[config.mk]
export PLATFORM = sky130hd
export DESIGN_NAME = char_lcd_text_sequencer_unit
export DESIGN_NICKNAME = d
export VERILOG_FILES = /design/src/chlcd_pkg.sv /design/src/char_lcd_text_sequencer_unit.sv
export SDC_FILE = /design/constraint.sdc
export NUM_CORES = 1
export LEC_CHECK = 0
export BUFFER_PORTS_ARGS = -buffer_cell sky130_fd_sc_hd__buf_4
export CAP_MARGIN = 20
export CORE_ASPECT_RATIO = 1.1
export CORE_MARGIN = 2
export CORE_UTILIZATION = 62
export CTS_CLUSTER_DIAMETER = 60
export DETAILED_ROUTE_END_ITERATION = 10
export PLACE_DENSITY_LB_ADDON = 0.3
export SLEW_MARGIN = 10
export SYNTH_ARGS = -nofsm -noshare
export SYNTH_HDL_FRONTEND = slang
export SYNTH_SLANG_ARGS = --single-unit
[constraint.sdc]
create_clock -name clk -period 19.6 [get_ports clk]
set_clock_uncertainty 0.05 [all_clocks]
set_input_delay 0.98 -clock clk [delete_from_list [all_inputs] [get_ports clk]]
set_output_delay 0.98 -clock clk [all_outputs]
set_load 0.01 [all_outputs]
[src/chlcd_pkg.sv]
// package: request codes, bus constants and sequencer state type for the lcd text sequencer
`timescale 1ns / 1ps

package chlcd_pkg;

  // request codes carried on cmd
  localparam logic [2:0] CMD_INIT   = 3'd0;
  localparam logic [2:0] CMD_GOTO   = 3'd1;
  localparam logic [2:0] CMD_CHAR   = 3'd2;
  localparam logic [2:0] CMD_NUMBER = 3'd3;
  localparam logic [2:0] CMD_GLYPH  = 3'd4;

  // register select values
  localparam logic RS_CMD  = 1'b0;
  localparam logic RS_DATA = 1'b1;

  // fixed bus bytes
  localparam logic [7:0] FUNC_SET_BYTE  = 8'b0011_1000;
  localparam logic [7:0] DISP_ON_BYTE   = 8'b0000_1100;
  localparam logic [7:0] CLEAR_BYTE     = 8'h01;
  localparam logic [7:0] WRAP_GOTO_BYTE = 8'hC0;
  localparam logic [7:0] WRAP_COLUMN    = 8'd16;
  localparam logic [7:0] ROW1_BASE      = 8'h40;
  localparam logic [3:0] ASCII_DIGIT_HI = 4'h3;

  // decimal conversion, glyph and init sizes
  localparam int NUM_BITS   = 32;
  localparam int NUM_DIGITS = 10;
  localparam int BCD_BITS   = 4 * NUM_DIGITS;
  localparam int GLYPH_ROWS = 8;
  localparam int INIT_WRITES = 3;

  // sequencer states
  typedef enum logic [2:0] {
    ST_IDLE,
    ST_CONV,
    ST_SKIP,
    ST_INIT,
    ST_GOTO,
    ST_DATA,
    ST_GHDR,
    ST_GROW
  } state_t;

  // command bytes of the init request, in order
  function automatic logic [7:0] init_byte(input logic [1:0] idx);
    logic [7:0] b;
    unique case (idx)
      2'd0:    b = FUNC_SET_BYTE;
      2'd1:    b = DISP_ON_BYTE;
      2'd2:    b = CLEAR_BYTE;
      default: b = CLEAR_BYTE;
    endcase
    return b;
  endfunction

endpackage

[src/char_lcd_text_sequencer_unit.sv]
// top level: turns lcd text requests into a stream of register-select and byte bus writes
`timescale 1ns / 1ps

// One request is taken on the in_ channel (in_valid high, in_stall low) and
// becomes a run of bus writes on the out_ channel, each a register select
// flag and a byte; out_last marks the final write of a request. Requests
// that produce nothing (unused codes, glyph slot above 7) are simply taken.
// in_stall stays high from the cycle after a request is taken until its last
// write has been loaded into the output register, so one request is in work
// at a time; a finished write waiting in the output register does not hold
// up the next request.
// Writes leave at one per cycle while out_stall is low: init makes 3
// writes, goto 1, char 1 or 2, glyph 11 or 12. A number request first runs
// a bit-serial binary to decimal conversion, one input bit per cycle, then
// drops leading zero digits one per cycle (up to 9), leaves that step, and
// then emits the goto and up to 10 digits, plus a goto to row 1 when the
// digits wrap.
// First write appears in the output register in the cycle after it is formed.
// While out_stall is high the output register holds its write and the
// sequencer waits. Synchronous reset clears the sequencer, the output valid
// and the cursor counter to zero.
module char_lcd_text_sequencer_unit (
  input  logic        clk,
  input  logic        rst_n,
  input  logic        in_valid,
  output logic        in_stall,
  input  logic [2:0]  in_cmd,
  input  logic [7:0]  in_char_code,
  input  logic [31:0] in_number,
  input  logic        in_row,
  input  logic [5:0]  in_column,
  input  logic [3:0]  in_glyph_index,
  input  logic [63:0] in_glyph_rows,
  output logic        out_valid,
  input  logic        out_stall,
  output logic        out_reg_select,
  output logic [7:0]  out_bus_byte,
  output logic        out_last
);

  localparam int BCDW = chlcd_pkg::BCD_BITS;

  chlcd_pkg::state_t state_r, state_nxt;

  // latched request
  logic [2:0]  cmd_r, cmd_nxt;
  logic [7:0]  char_r, char_nxt;
  logic        row_r, row_nxt;
  logic [5:0]  col_r, col_nxt;
  logic [2:0]  gidx_r, gidx_nxt;
  logic [63:0] rows_r, rows_nxt;
  logic [31:0] num_r, num_nxt;
  logic [BCDW-1:0] bcd_r, bcd_nxt;
  logic [5:0]  cnt_r, cnt_nxt;
  logic [7:0]  cursor_r, cursor_nxt;

  // output register
  logic        out_valid_r;
  logic        out_rs_r;
  logic [7:0]  out_byte_r;
  logic        out_last_r;

  logic        in_take;
  logic        can_emit;
  logic        emit;
  logic        emit_rs;
  logic [7:0]  emit_byte;
  logic        emit_last;
  logic        wrap;
  logic [3:0]  top_digit;
  logic [BCDW-1:0] bcd_adj;

  assign in_stall  = (state_r != chlcd_pkg::ST_IDLE);
  assign in_take   = in_valid && !in_stall;
  assign can_emit  = !out_valid_r || !out_stall;
  assign wrap      = (cursor_r == chlcd_pkg::WRAP_COLUMN);
  assign top_digit = bcd_r[BCDW-1 -: 4];

  // next state
  always_comb begin
    state_nxt = state_r;
    unique case (state_r)
      chlcd_pkg::ST_IDLE: begin
        if (in_take) begin
          unique case (in_cmd)
            chlcd_pkg::CMD_INIT:   state_nxt = chlcd_pkg::ST_INIT;
            chlcd_pkg::CMD_GOTO:   state_nxt = chlcd_pkg::ST_GOTO;
            chlcd_pkg::CMD_CHAR:   state_nxt = chlcd_pkg::ST_DATA;
            chlcd_pkg::CMD_NUMBER: state_nxt = chlcd_pkg::ST_CONV;
            chlcd_pkg::CMD_GLYPH: begin
              if (!in_glyph_index[3]) state_nxt = chlcd_pkg::ST_GHDR;
            end
            default: state_nxt = chlcd_pkg::ST_IDLE;
          endcase
        end
      end
      chlcd_pkg::ST_CONV: begin
        if (cnt_r == 6'(chlcd_pkg::NUM_BITS - 1)) state_nxt = chlcd_pkg::ST_SKIP;
      end
      chlcd_pkg::ST_SKIP: begin
        if (!(cnt_r > 6'd1 && top_digit == 4'd0)) state_nxt = chlcd_pkg::ST_GOTO;
      end
      chlcd_pkg::ST_INIT: begin
        if (can_emit && emit_last) state_nxt = chlcd_pkg::ST_IDLE;
      end
      chlcd_pkg::ST_GOTO: begin
        if (can_emit) begin
          state_nxt = emit_last ? chlcd_pkg::ST_IDLE : chlcd_pkg::ST_DATA;
        end
      end
      chlcd_pkg::ST_DATA: begin
        if (can_emit && emit_last) state_nxt = chlcd_pkg::ST_IDLE;
      end
      chlcd_pkg::ST_GHDR: begin
        if (can_emit) state_nxt = chlcd_pkg::ST_GROW;
      end
      chlcd_pkg::ST_GROW: begin
        if (can_emit && cnt_r == 6'(chlcd_pkg::GLYPH_ROWS - 1)) begin
          state_nxt = chlcd_pkg::ST_GOTO;
        end
      end
      default: state_nxt = chlcd_pkg::ST_IDLE;
    endcase
  end

  // bus write formed in the current state
  always_comb begin
    emit      = 1'b0;
    emit_rs   = chlcd_pkg::RS_CMD;
    emit_byte = 8'h00;
    emit_last = 1'b0;
    unique case (state_r)
      chlcd_pkg::ST_INIT: begin
        emit      = can_emit;
        emit_byte = chlcd_pkg::init_byte(cnt_r[1:0]);
        emit_last = (cnt_r == 6'(chlcd_pkg::INIT_WRITES - 1));
      end
      chlcd_pkg::ST_GOTO: begin
        emit      = can_emit;
        emit_byte = {1'b1, row_r, col_r};
        emit_last = (cmd_r == chlcd_pkg::CMD_GOTO);
      end
      chlcd_pkg::ST_DATA: begin
        emit = can_emit;
        if (wrap) begin
          // cursor at end of row 0: move to row 1 first
          emit_byte = chlcd_pkg::WRAP_GOTO_BYTE;
        end else begin
          emit_rs   = chlcd_pkg::RS_DATA;
          emit_last = (cmd_r != chlcd_pkg::CMD_NUMBER) || (cnt_r == 6'd1);
          case (cmd_r)
            chlcd_pkg::CMD_CHAR:   emit_byte = char_r;
            chlcd_pkg::CMD_NUMBER: emit_byte = {chlcd_pkg::ASCII_DIGIT_HI, top_digit};
            default:               emit_byte = {5'b0, gidx_r};
          endcase
        end
      end
      chlcd_pkg::ST_GHDR: begin
        emit      = can_emit;
        emit_byte = {2'b01, gidx_r, 3'b000};
      end
      chlcd_pkg::ST_GROW: begin
        emit      = can_emit;
        emit_rs   = chlcd_pkg::RS_DATA;
        emit_byte = rows_r[7:0];
      end
      default: begin
        emit = 1'b0;
      end
    endcase
  end

  // add-3 correction on every decimal digit before each shift
  always_comb begin
    for (int d = 0; d < chlcd_pkg::NUM_DIGITS; d++) begin
      bcd_adj[4*d +: 4] = (bcd_r[4*d +: 4] >= 4'd5) ? bcd_r[4*d +: 4] + 4'd3
                                                      : bcd_r[4*d +: 4];
    end
  end

  // datapath next values
  always_comb begin
    cmd_nxt    = cmd_r;
    char_nxt   = char_r;
    row_nxt    = row_r;
    col_nxt    = col_r;
    gidx_nxt   = gidx_r;
    rows_nxt   = rows_r;
    num_nxt    = num_r;
    bcd_nxt    = bcd_r;
    cnt_nxt    = cnt_r;
    cursor_nxt = cursor_r;
    case (state_r)
      chlcd_pkg::ST_IDLE: begin
        if (in_take) begin
          cmd_nxt  = in_cmd;
          char_nxt = in_char_code;
          row_nxt  = in_row;
          col_nxt  = in_column;
          gidx_nxt = in_glyph_index[2:0];
          rows_nxt = in_glyph_rows;
          num_nxt  = in_number;
          bcd_nxt  = '0;
          cnt_nxt  = 6'd0;
          if (in_cmd == chlcd_pkg::CMD_INIT) cursor_nxt = 8'd0;
        end
      end
      chlcd_pkg::ST_CONV: begin
        bcd_nxt = {bcd_adj[BCDW-2:0], num_r[31]};
        num_nxt = {num_r[30:0], 1'b0};
        if (cnt_r == 6'(chlcd_pkg::NUM_BITS - 1)) cnt_nxt = 6'(chlcd_pkg::NUM_DIGITS);
        else cnt_nxt = cnt_r + 6'd1;
      end
      chlcd_pkg::ST_SKIP: begin
        // drop a leading zero, keeping at least one digit
        if (cnt_r > 6'd1 && top_digit == 4'd0) begin
          bcd_nxt = {bcd_r[BCDW-5:0], 4'd0};
          cnt_nxt = cnt_r - 6'd1;
        end
      end
      chlcd_pkg::ST_INIT: begin
        if (emit) cnt_nxt = cnt_r + 6'd1;
      end
      chlcd_pkg::ST_GOTO: begin
        if (emit) cursor_nxt = {1'b0, row_r, col_r};
      end
      chlcd_pkg::ST_DATA: begin
        if (emit) begin
          if (wrap) begin
            cursor_nxt = chlcd_pkg::ROW1_BASE;
          end else begin
            cursor_nxt = cursor_r + 8'd1;
            bcd_nxt    = {bcd_r[BCDW-5:0], 4'd0};
            cnt_nxt    = cnt_r - 6'd1;
          end
        end
      end
      chlcd_pkg::ST_GHDR: begin
        if (emit) cnt_nxt = 6'd0;
      end
      chlcd_pkg::ST_GROW: begin
        if (emit) begin
          rows_nxt = {8'h00, rows_r[63:8]};
          cnt_nxt  = cnt_r + 6'd1;
        end
      end
      default: begin
        cnt_nxt = cnt_r;
      end
    endcase
  end

  // control registers
  always_ff @(posedge clk) begin
    if (!rst_n) begin
      state_r  <= chlcd_pkg::ST_IDLE;
      cursor_r <= 8'd0;
      cnt_r    <= 6'd0;
    end else begin
      state_r  <= state_nxt;
      cursor_r <= cursor_nxt;
      cnt_r    <= cnt_nxt;
    end
  end

  // request payload registers
  always_ff @(posedge clk) begin
    cmd_r  <= cmd_nxt;
    char_r <= char_nxt;
    row_r  <= row_nxt;
    col_r  <= col_nxt;
    gidx_r <= gidx_nxt;
    rows_r <= rows_nxt;
    num_r  <= num_nxt;
    bcd_r  <= bcd_nxt;
  end

  // output register: loads a write, clears when its transaction completes
  always_ff @(posedge clk) begin
    if (!rst_n) begin
      out_valid_r <= 1'b0;
    end else if (emit) begin
      out_valid_r <= 1'b1;
    end else if (!out_stall) begin
      out_valid_r <= 1'b0;
    end
  end

  always_ff @(posedge clk) begin
    if (emit) begin
      out_rs_r   <= emit_rs;
      out_byte_r <= emit_byte;
      out_last_r <= emit_last;
    end
  end

  assign out_valid      = out_valid_r;
  assign out_reg_select = out_rs_r;
  assign out_bus_byte   = out_byte_r;
  assign out_last       = out_last_r;

endmodule
# --- Word level (Yosys, flattened, before mapping) ---
# Cells that the tools add are included.
# W data, S select, Z words.
totals:
  regBits: 185
  in_bits: 122
op_classes:
  add_sub_neg: 13
  n_lt_le_gt_ge: 11
  n_eq_ne: 38
  n_mux: 56
  reduce_logical: 29
ops:
  columns: ["op", "n"]
  rows:
  - ["$mux W40", 4]
  - ["$pmux W40 S4", 1]
  - ["$mux W64", 2]
  - ["$pmux W64 S2", 1]
  - ["$pmux W32 S2", 1]
  - ["$mux W8", 6]
  - ["$mux W6", 7]
  - ["$ge A4 B3 Y1 const B", 10]
  - ["$pmux W8 S5", 1]
  - ["$add A4 B2 Y4 const B", 9]
  - ["$mux W4", 9]
  - ["$pmux W6 S6", 1]
  - ["$mux W32", 1]
  - ["$mux W3", 10]
  - ["$ne A2 B2 Y1 const B", 13]
  - ["$pmux W8 S3", 1]
  - ["$pmux W3 S7", 1]
  - ["$eq A3 B2 Y1 const B", 6]
  - ["$pmux W8 S2", 1]
  - ["$eq A3 B3 Y1 const B", 5]
  - ["$pmux W3 S5", 1]
  - ["$pmux W6 S2", 1]
  - ["$reduce_and A5 Y1", 2]
  - ["$eq A3 B1 Y1 const B", 3]
  - ["other kinds (33)", 50]

# --- Logic depth before layout (Yosys ltp) ---
# Gate-level depths: netlist (run 1).
logic_depth:
  depth_word: 7
  mapped_depth: 9
  depth_no_buf: 8

# --- Least setup slack after synthesis (run 1) ---
# OpenSTA, ideal clock, no wires.
synth_path:
  path_kind: "input to register"
  start: "in out_stall"
  end: "reg rows_r[0], enable pin"
  setup_ns: 0.574
  t_arrival_ns: 5.860
  required_ns: 18.976
  slack_ns: 13.116
  cell_stages: 3
  n_path_buf: 1
  path_cell_list: "and2_1 > clkbuf_1 > o21ai_0"
synth_between:
  elab_chain_cells: 5
synth_rtl:
  columns: ["item", "line_no", "text"]
  rows:
  - ["from (decl)", "char_lcd_text_sequencer_unit.sv:35", "input logic out_stall,"]
  - ["$logic_not A1 Y1", null, null]
  - ["$logic_or A1 B1 Y1", "char_lcd_text_sequencer_unit.sv:75", "assign can_emit = !out_valid_r || !out_stall;"]
  - ["$mux W1", "char_lcd_text_sequencer_unit.sv:132", "unique case (state_r)"]
  - ["$ne A2 B2 Y1 (no line)", null, null]
  - ["$reduce_and A3 Y1 (no line)", null, null]
  - ["to (signal assigned)", "char_lcd_text_sequencer_unit.sv:273", "rows_r <= rows_nxt;"]
  - ["to (decl)", "char_lcd_text_sequencer_unit.sv:51", "logic [63:0] rows_r, rows_nxt;"]
# Every way passes these cells.
# A chain may end at the register's enable or synchronous reset.

# --- Worst setup path in the final report (run 1) ---
layout_path:
  start: "reg state_r[2]"
  end: "reg cnt_r[2]"
layout_between:
  elab_chain_cells: 5
layout_rtl:
  columns: ["item", "line_no", "text"]
  rows:
  - ["from (decl)", "char_lcd_text_sequencer_unit.sv:43", "chlcd_pkg::state_t state_r, state_nxt;"]
  - ["from (signal assigned)", "char_lcd_text_sequencer_unit.sv:256", "state_r <= chlcd_pkg::ST_IDLE;"]
  - ["from (signal assigned)", "char_lcd_text_sequencer_unit.sv:260", "state_r <= state_nxt;"]
  - ["$eq A3 B3 Y1 (tied with other cells)", "char_lcd_text_sequencer_unit.sv:132, char_lcd_text_sequencer_unit.sv:193", null]
  - ["$reduce_or A5 Y1 (no line) / $logic_not A1 Y1 (equally long branches)", null, null]
  - ["$mux W1 / $logic_and A1 B1 Y1 (equally long branches)", "char_lcd_text_sequencer_unit.sv:132, char_lcd_text_sequencer_unit.sv:74", null]
  - ["$ne A2 B2 Y1 (no line) / $ne A2 B1 Y1 (equally long branches)", null, null]
  - ["$reduce_and A7 Y1 (no line)", null, null]
  - ["to (signal assigned)", "char_lcd_text_sequencer_unit.sv:262", "cnt_r <= cnt_nxt;"]
  - ["to (decl)", "char_lcd_text_sequencer_unit.sv:54", "logic [5:0] cnt_r, cnt_nxt;"]
# Several ways; a longest one is shown, not always the timed one.

==> results.md, run 1 <==
* Top-count cell post-synth: nand2_1
* Top cells by area, synth: edfxtp_1, nand2_1, dfxtp_1, ha_1, o21ai_0
* Final hold slack at 0.458 ns
* Post-DP HPWL at 13000 µm
* Clock Latency Late Sink at 0.43 ns
* DIE AREA at between 0.015 and 0.02 mm²
* Post-synth EDFFs at 167
* Max-slew violations at 0
* Nets@finish at 1203
* Final Util at 0.742
* Synth unique cells at 73
* RSZ-0062 raised after global routing: no
* Post-Synth Adder-Cell Area at 0.0373
* Net count after synthesis at roughly 1100
* Critical Path Sink Type: flip-flop
* WS Path Type: flip-flop to flip-flop
* Synth Area in Simple Gates at 0.209
* Post-DR wirelength/cell at 15.7 µm
* Hold EP: rows_r[37]
* Clock slew at reported path FFs at about 0.06 ns
* Final Critical Period at 3.14 ns
* Switching share of total power at 0.349
* VDD IR max at roughly 0.072 mV
* Root buffer cell: clkbuf_16
* Yosys warns at 0
* Yosys reg bits at 185
* Worst slew pin tran at 1.03 ns
* H-Tree Depth at 4
* Fin. Hold Viols at 0
* R2r startpoint: state_r[2]
* Initial drt markers at 578
* Post-Synthesis Cells at 942
* Final setup violation count at 0
* Congestion Overflow GR at 0
* Die width at 121 µm
* Power share of the clock group at 0.222
* Gate power share at 0.305
* Achievable Freq at 318 MHz
* CTS tree: done
* Worst Path Required at between 15 and 20 ns
* Core Region at 0.0149 mm²
* Part of the power in registers at 0.473
* Share of the synthesized area in the top cell type at 0.534
* Cts hold-fix bufs at 0
* Max-cap viol count at 0
* DRC at 0
* Max Buffers Root-to-Sink at 2
* WHS Path Cells at 2
* Share of cells above drive strength 1 at 0.177
* Post-route clock period utilization at 0.160
* FF-to-FF End: cnt_r[2]
* Die H at 133 µm
* Compound-cell area share of the yosys netlist at 0.121
* Diodes inserted at 0
* GRT Total Usage at 0.253
* Hold path start: rows_r[45]
* IO Port Bufs at 133
* Post-CTS Setup Inserts at 0
* FF-to-FF path depth at 7
* Power Internal at 952 µW
* Post-Route Setup TNS at 0 ns
* Area Overhead vs Synth at 17.9%
* CTS Sinks at 185
* NetSw at roughly 500 µW
* Dpl cell area at 0.0105 mm²
* Synth async-reset ratio at 0
* Synth top cells by count: nand2_1, edfxtp_1, o21ai_0
* Final Instance Area at between 0.01 and 0.015 mm²
* Io pins at between 100 and 150
* Largest net degree at the start of global routing at 79
* Vias at ~7200
* Global-route wire length before repair at about 33000 µm
* Post-CTS sizing at 0
* Initial antenna violation count at 0
* Worst Setup Start Kind: flip-flop
* Reg-to-reg slack, setup at between 15 and 20 ns
* First-pass iteration count of the detailed router at 8
* Initial core utilization at 0.629
* Pwr per Cell Area at 132 mW/mm²
* Mapped Area at 0.00939 mm²
* Largest family of logic cells by synthesized area: simple AND/OR/NAND/NOR gates
* P_leak at roughly 0.0045 µW
* Status: finished clean
* Site Rows at 47
* Power Total at 1460 µW
* Remaining antenna violation count at 0
* Total CTS buffers at 17
* XOR/XNOR Fraction of Synth Area at 0.0196
* CP arrival at ~3.4 ns
* Final RePlAce weighted congestion at 0.896
* Worst hold path class: flip-flop to flip-flop
* Synth Flop Type: edfxtp_1
* Cell taking the most area after synthesis: edfxtp_1
* DR vias/cell at 5.67
* Multiplexer area fraction after synthesis at 0.00759
* Worst relative slew slack at 0.316
* Crit Path Max Fanout at 78
* Syn avg cell area at 9.97 µm²
* Vias in the first global route at between 6000 and 7000
* Sequential area share after synthesis at 0.572
* WL final at 19800 µm
==> state kept, by name (all words and copies together) (netlist names), 6 cells and up <==
signal,flops
char_r,8
rows_r,64
cursor_r,8
col_r,6
bcd_r,40
num_r,32
cnt_r,6
out_bus_byte,8
==> cell families (layout without fill, tap and decap cells) <==
kind of cell               after synthesis  after routing
AOI/OAI and AO/OA                      180            180
xor gates and xnor gates                21             21
adders and majority gates               28             28
buffers and inverters                   79            203
DFF                                    185            185
muxes                                    7              7
and+or+nand+nor                        442            442
==> metrics by stage <==
step | instances | setup slack [ns]
2_1_floorplan | 942 | 13.12
3_3_place_gp | 1230 | 16.61
3_5_place_dp | 1230 | 16.53
4_1_cts | 1262 | 16.51
5_1_grt | 1262 | 16.21
6_report | 1262 | 16.46
==> power by group through the flow <==
stage	logic [µW]	registers, µW	clock network, µW
after floorplan	330	680	0
after global placement	430	691	0
after detailed placement	444	696	0
after CTS	447	690	330
after global routing	502	707	345
final	446	692	325
==> critical path, cell delays in order (launching register included) <==
cell and delay, ns:
dfxtp_1 0.88, inv_1 0.43, nand2b_2 0.16, buf_4 0.59
a2bb2oi_1 0.35, o221ai_1 0.16, nor4bb_1 0.16, a31o_2 0.24
==> worst max path at each step <==
stage / cells after the start / end / from
floorplan: 3 / rows_r[0] / out_stall
global placement: 6 / state_r[2] / state_r[0]
detailed placement: 7 / cnt_r[2] / state_r[2]
CTS: 7 / cnt_r[2] / state_r[2]
global route: 7 / cnt_r[2] / state_r[2]
finish: 7 / cnt_r[2] / state_r[2]
==> cell type report <==
cell class	instances	area (µm²)
clock buffers	20	437
clock inverters	12	116
fillers	1055	3860
inverters	30	113
multi-input cells	678	3730
flip-flops and latches	185	5380
well taps	196	245
repair buffers	141	1060
==> routing by layer <==
metal	wire, µm	up-vias	global-route usage
met5	0	-	0
met4	300	0	0.0651
met3	1350	33	0.0565
met2	9900	278	0.424
met1	8290	3328	0.337
li1	-	3519	-
==> cells in the final DEF, fill, tap and decap left out, types with 3 or more instances in the layout <==
master,n
nand2b_1,16
o31ai_1,3
inv_6,3
dfxtp_1,18
inv_1,29
nor3b_1,16
o32ai_1,4
o22ai_1,14
nand2_1,303
ha_1,28
nand3_1,5
nor2b_1,8
o21ai_0,51
xor2_1,6
clkinv_4,3
clkbuf_16,17
o21ai_1,3
a22oi_1,9
a21boi_0,4
nor3_1,6
clkinv_2,3
o2bb2ai_1,3
nor2_1,42
a21oi_1,49
a32oi_1,4
mux2i_1,6
and3_1,6
xnor2_1,15
and2_1,17
buf_4,141
o221ai_1,4
edfxtp_1,167
clkbuf_1,3
(Power assumes the default switching activity.)
==> run 2: changes to the inputs <==
--- a/config.mk
+++ b/config.mk
@@ -5,11 +5,12 @@
 export SDC_FILE = /design/constraint.sdc
 export NUM_CORES = 1
 export LEC_CHECK = 0
+export ABC_AREA = 1
 export BUFFER_PORTS_ARGS = -buffer_cell sky130_fd_sc_hd__buf_4
 export CAP_MARGIN = 20
 export CORE_ASPECT_RATIO = 1.1
 export CORE_MARGIN = 2
-export CORE_UTILIZATION = 62
+export CORE_UTILIZATION = 58
 export CTS_CLUSTER_DIAMETER = 60
 export DETAILED_ROUTE_END_ITERATION = 10
 export PLACE_DENSITY_LB_ADDON = 0.3
==> constraint.sdc (replaced) <==
create_clock -name clk -period 3.01 [get_ports clk]
set_clock_uncertainty 0.05 [all_clocks]
set_input_delay 0.1505 -clock clk [delete_from_list [all_inputs] [get_ports clk]]
set_output_delay 0.1505 -clock clk [all_outputs]
set_load 0.01 [all_outputs]
==> run 2 against run 1 <==
Net effect: count of clock-buffer cells in the layout is 2 lower; die area increased by 5.3%; first-iteration DRC count is 59% higher; worst hold slack worse by 0.22 ns; critical path depth increased by 3; via count increased by 17%; design area is 11% higher; sequential power grew to 6.6 times the previous value.
==> results.md, run 2 <==
* Status: finished clean
* RSZ-0062 raised after global routing: no
* Syn avg cell area at 9.08 µm²
* Core Region at 0.0157 mm²
* Worst hold path class: input pin to flip-flop
* Remaining antenna violation count at 0
* Initial core utilization at 0.591
* Worst slew pin tran at roughly 0.70 ns
* DR vias/cell at 5.67
* Die width at 125 µm
* Site Rows at 48
* Yosys warns at 0
* DRC at 0
* Final setup violation count at 0
* Final RePlAce weighted congestion at 0.948
* Dpl cell area at 0.0105 mm²
* Top-count cell post-synth: nand2_1
* Pwr per Cell Area at 843 mW/mm²
* Regs by FF count: rows_r: 64 flops, bcd_r: 40 flops, num_r: 32 flops
* Net count after synthesis at approximately 1200
* Clock slew at reported path FFs at 0.07 ns
* Worst-path cell chain: inv_1 > ha_1 > nor2_1 > inv_1 > nand3_1 > nand2_1 > nand2_1 > nand2_1 > nor2_4 > buf_4
* Post-synth EDFFs at 167
* WL final at 26600 µm
* Worst relative slew slack at 0.533
* Final Critical Period at 2.36 ns
* Largest net degree at the start of global routing at 67
* Crit Path Max Fanout at 40
* VDD IR max at 0.664 mV
* First-pass iteration count of the detailed router at 7
* Achievable Freq at 423 MHz
* Worst Setup Start Kind: flip-flop
* Final Util at 0.783
* Post-DP HPWL at 14300 µm
* Clock Latency Late Sink at 0.44 ns
* Cell taking the most area after synthesis: edfxtp_1
* Nets@finish at roughly 1400
* H-Tree Depth at 4
* Most numerous cell on the critical path: nand2_1
* P_leak at approximately 0.0054 µW
* Synth async-reset ratio at 0
* Congestion Overflow GR at 0
* Max-cap viol count at 0
* Post-CTS sizing at 0
* WS Path Type: flip-flop to flip-flop
* Vias at 8408
* Max Buffers Root-to-Sink at 2
* GRT Total Usage at 0.311
* Post-Route Setup TNS at 0 ns
* Synth Flop Type: edfxtp_1
* Yosys reg bits at 185
* Crit-path slowest cell: dfxtp_1
* Synth top cells by count: nand2_1, edfxtp_1, inv_1
* Die H at 137 µm
* Area Overhead vs Synth at 32.3%
* Global-route wire length before repair at about 41000 µm
* Max-slew violations at 0
* Post-Synthesis Cells at 1021
* IO Port Bufs at 133
* Vias in the first global route at roughly 8400
* Final hold slack at 0.241 ns
* Fin. Hold Viols at 0
* Synth unique cells at 40
* Total CTS buffers at 17
* Top cells by area, synth: edfxtp_1, nand2_1, dfxtp_1, inv_1, ha_1
* Io pins at between 100 and 150
* Sequential area share after synthesis at 0.580
* Diodes inserted at 0
* Flip-flop count of the largest register after layout at 64
* Final Instance Area at 0.0123 mm²
* CTS Sinks at 185
* Share of the synthesized area in the top cell type at 0.541
* CP arrival at approximately 2.4 ns
* CTS tree: done
* Commonest non-fill, non-tap cell in the layout: nand2_1
* Root buffer cell: clkbuf_16
* Share of cells above drive strength 1 at 0.161
* Most frequent cells in the layout: nand2_1, edfxtp_1, buf_4, dlygate4sd3_1, inv_1
* Post-route clock period utilization at 0.785
* DIE AREA at 0.0170 mm²
* Mapped Area at 0.00927 mm²
* Initial drt markers at 921
* Post-DR wirelength/cell at between 15 and 20 µm
* Largest Register: rows_r
* Initial antenna violation count at 0
* Worst Path Required at 3.03 ns
* Critical Path Sink Type: flip-flop
* Max incr delay on CP at around 0.47 ns
-- run 2: layer usage --
layer / track usage / share of wire
met5: 0 / 0
met4: 0.172 / 0.047
met3: 0.0512 / 0.062
met1: 0.340 / 0.36
met2: 0.578 / 0.53
-- run 2: critical path: cells and delay by family, from the launching register on --
family	cells	cell delay [ns]
AND/OR/NAND/NOR	6	0.52
adder cells (fa/ha/maj)	1	0.27
flip-flops	1	0.47
buffers and inverters	3	0.67
-- run 2: worst paths after layout --
path | slack (ns) | cells after the start | to | startpoint
hold reg to reg | 0.44 | 2 | cursor_r[7] | cursor_r[7]
hold / removal | 0.24 | 7 | state_r[0] | in_glyph_index[3]
setup reg to reg | 0.65 | 10 | bcd_r[21] | cnt_r[0]
setup / recovery | 0.65 | 10 | bcd_r[21] | cnt_r[0]
-- run 2: timing repair --
| item | CTS | global route |
|---|---|---|
| setup endpoints to repair | 0 | 0 |
| setup buffers | 0 | 0 |
| hold buffers | 118 | 0 |
| endpoints found under the hold margin | 124 | 0 |
-- run 2: power by group --
part | switching (µW) | internal (µW)
Combinational | 2350 | 1200
Sequential | 526 | 4060
Clock | 1090 | 1110
Total | 3970 | 6370
-- run 2: logic make-up after synthesis --
logic type,synth area share
buffers and inverters,0.0575
XOR/XNOR,0.0113
AO/OA/AOI/OAI,0.0848
flip-flops,0.580
AND/OR/NAND/NOR,0.229
adder cells (fa/ha/maj),0.0378
-- run 2: through the flow --
| step | std cells | worst slack (ns) | power, µW |
|---|---|---|---|
| 6_report | 1482 | 0.648 | 10300 |
| 3_3_place_gp | 1332 | 0.759 | 7680 |
| 5_1_grt | 1482 | 0.464 | 10900 |
| 2_1_floorplan | 1021 | 0.296 | 6780 |
| 4_1_cts | 1482 | 0.686 | 10200 |
| 3_5_place_dp | 1332 | 0.711 | 7850 |
-- run 2: final cells by class --
type	count	area, µm²
Clock inverter	14	156
Inverter	103	387
Sequential cell	185	5380
Multi-Input combinational cell	699	3390
Tap cell	200	250
Timing Repair Buffer	263	2280
Clock buffer	18	429
Fill cell	910	3400
==> run 3: changes to the inputs <==
--- a/config.mk
+++ b/config.mk
@@ -10,7 +10,7 @@
 export CAP_MARGIN = 20
 export CORE_ASPECT_RATIO = 1.1
 export CORE_MARGIN = 2
-export CORE_UTILIZATION = 58
+export CORE_UTILIZATION = 52
 export CTS_CLUSTER_DIAMETER = 60
 export DETAILED_ROUTE_END_ITERATION = 10
 export PLACE_DENSITY_LB_ADDON = 0.3
==> constraint.sdc (replaced) <==
create_clock -name clk -period 1.9 [get_ports clk]
set_clock_uncertainty 0.05 [all_clocks]
set_input_delay 0.095 -clock clk [delete_from_list [all_inputs] [get_ports clk]]
set_output_delay 0.095 -clock clk [all_outputs]
set_load 0.01 [all_outputs]
==> run 3 against run 2 <==
Net effect: clock power up 62%; total power grew 68%; count of clock-buffer cells in the layout down 1; non-clock buffer count grew 33; global-route usage is 4.5 points lower; highest routed layer unchanged.
==> results.md, run 3 (synthesized netlist as in run 2, its figures left out) <==
* R2r startpoint: state_r[0]
* Dpl cell area at 0.0109 mm²
* Nets@finish at 1452
* Io pins at 134
* Layout Cells excl Fill at 1556
* Placed Cells at roughly 1400
* Max incr delay on CP at 0.38 ns
* Final Critical Period at 1.82 ns
* Post-route clock period utilization at 0.958
* Vias in the first global route at between 8000 and 9000
* Pwr per Cell Area at 1350 mW/mm²
* Reg-to-reg slack, setup at 0.08 ns
* CTS tree: done
* Crit Path Max Fanout at 12
* P_leak at about 0.0056 µW
* Flip-flop count of the largest register after layout at 64
* Post-DP HPWL at 15000 µm
* Regs by FF count: rows_r: 64 flops, bcd_r: 40 flops, num_r: 32 flops
* Initial core utilization at 0.526
* Most frequent cells in the layout: nand2_1, edfxtp_1, buf_4, dlygate4sd3_1, inv_1
* Global-route wire length before repair at around 40000 µm
* DIE AREA at 0.0189 mm²
* DR vias/cell at 5.26
* Status: finished clean
* Initial drt markers at 627
* Worst Path Required at about 2 ns
* Power Total at 17300 µW
* Fin. Hold Viols at 0
* Final Util at 0.729
* Commonest non-fill, non-tap cell in the layout: nand2_1
* Clock Latency Late Sink at 0.43 ns
* Largest Register: rows_r
* H-Tree Depth at 4
* GRT Total Usage at 0.266
* Final Instance Area at 0.0128 mm²
* Worst slew pin tran at 0.462 ns
* WS Path Type: flip-flop to flip-flop
* Site Rows at a little over 50
* Initial antenna violation count at 3
* Area Overhead vs Synth at 38.5%
* Max-cap viol count at 0
* Max Buffers Root-to-Sink at 2
* Hold path start: in_glyph_index[3]
* Achievable Freq at 549 MHz
* Clock slew at reported path FFs at about 0.07 ns
* Share of cells above drive strength 1 at 0.203
* VDD IR max at slightly below 0.9 mV
* Hold EP: state_r[1]
* CTS Sinks at 185
* Worst relative slew slack at 0.691
* Worst hold path class: input pin to flip-flop
* Critical Path Sink Type: flip-flop
* Max-slew violations at 0
* Root buffer cell: clkbuf_16
* Total CTS buffers at 17
* Final RePlAce weighted congestion at 0.964
* Post-DR wirelength/cell at 16.1 µm
* WL final at 25100 µm
* Die H at 144 µm
* Final setup violation count at 0
* Largest net degree at the start of global routing at 43
* DRC at 0
* CP arrival at ~1.9 ns
* WHS Path Cells at 7
* FF-to-FF path depth at 5
* Crit-path slowest cell: dfxtp_4
* FF-to-FF End: num_r[17]
* Worst Setup Start Kind: flip-flop
* Remaining antenna violation count at 0
* Die width at 131 µm
* First-pass iteration count of the detailed router at 5
* IO Port Bufs at 133
* Vias at 8178
* Worst-path cell chain: nor2_2 > nand2_4 > buf_4 > o21ai_4 > buf_12
* Core Region at between 0.015 and 0.02 mm²
* Congestion Overflow GR at 0
## run 3: changes by cell type in the layout (fill, tap and decap cells not counted), moves of 3 or more
cell / change
buf_12: +8
buf_4: +22
clkbuf_16: +3
dfxtp_1: -5
dfxtp_4: +4
diode_2: +3
ha_1: -3
inv_1: -7
inv_2: +6
nand2_1: -3
nor2_1: -5
nor2_2: +4
## run 3: report_power, final
part | switching [µW] | internal, µW
clock | 1780 | 1780
sequential | 757 | 6430
combinational | 3910 | 2680
## run 3: worst max path at each step
stage	startpoint	cells after the start	endpoint
finish	state_r[0]	5	num_r[17]
global route	cursor_r[0]	13	state_r[2]
CTS	bcd_r[37]	10	cnt_r[0]
detailed placement	bcd_r[37]	10	cnt_r[0]
global placement	state_r[0]	5	num_r[16]
floorplan	state_r[0]	6	rows_r[0]
## run 3: metal layers
layer | global-route usage | routed length (µm)
met1 | 0.309 | 9810
met2 | 0.484 | 13000
met3 | 0.0438 | 1350
met4 | 0.126 | 960
met5 | 0 | 0
## run 3: layout make-up
cell class                      instances  area, µm²
Antenna cell                            3       7.51
Clock buffer                           17        425
Clock inverter                         15        175
Fill cell                            1175       4770
Inverter                              103        389
Multi-Input combinational cell        699       3470
Sequential cell                       185       5390
Tap cell                              238        298
Timing Repair Buffer                  296       2680
## run 3: repair_timing
| action | 4_1_cts | 5_1_grt |
|---|---|---|
| buffers inserted | 0 | 8 |
| gates resized for setup | 0 | 18 |
| setup endpoints to repair | 0 | 51 |
| hold endpoints to repair | 124 | 0 |
| hold buffers | 118 | 0 |
## run 3: critical path: cells and delay by family (launching register included)
family | cells | cell delay, ns
AOI/OAI and AO/OA | 1 | 0.38
buffers and inverters | 2 | 0.37
DFF | 1 | 0.38
and+or+nand+nor | 2 | 0.34
## run 3: metrics by stage
step	worst slack, ns	setup TNS (ns)	hold slack, ns
after floorplan	-0.522	-38.96	0.144
after global placement	0.120	0	0.224
after detailed placement	0.0497	0	0.225
after CTS	0.0357	0	0.180
after global routing	-0.0341	-0.0637	0.260
final	0.0794	0	0.194
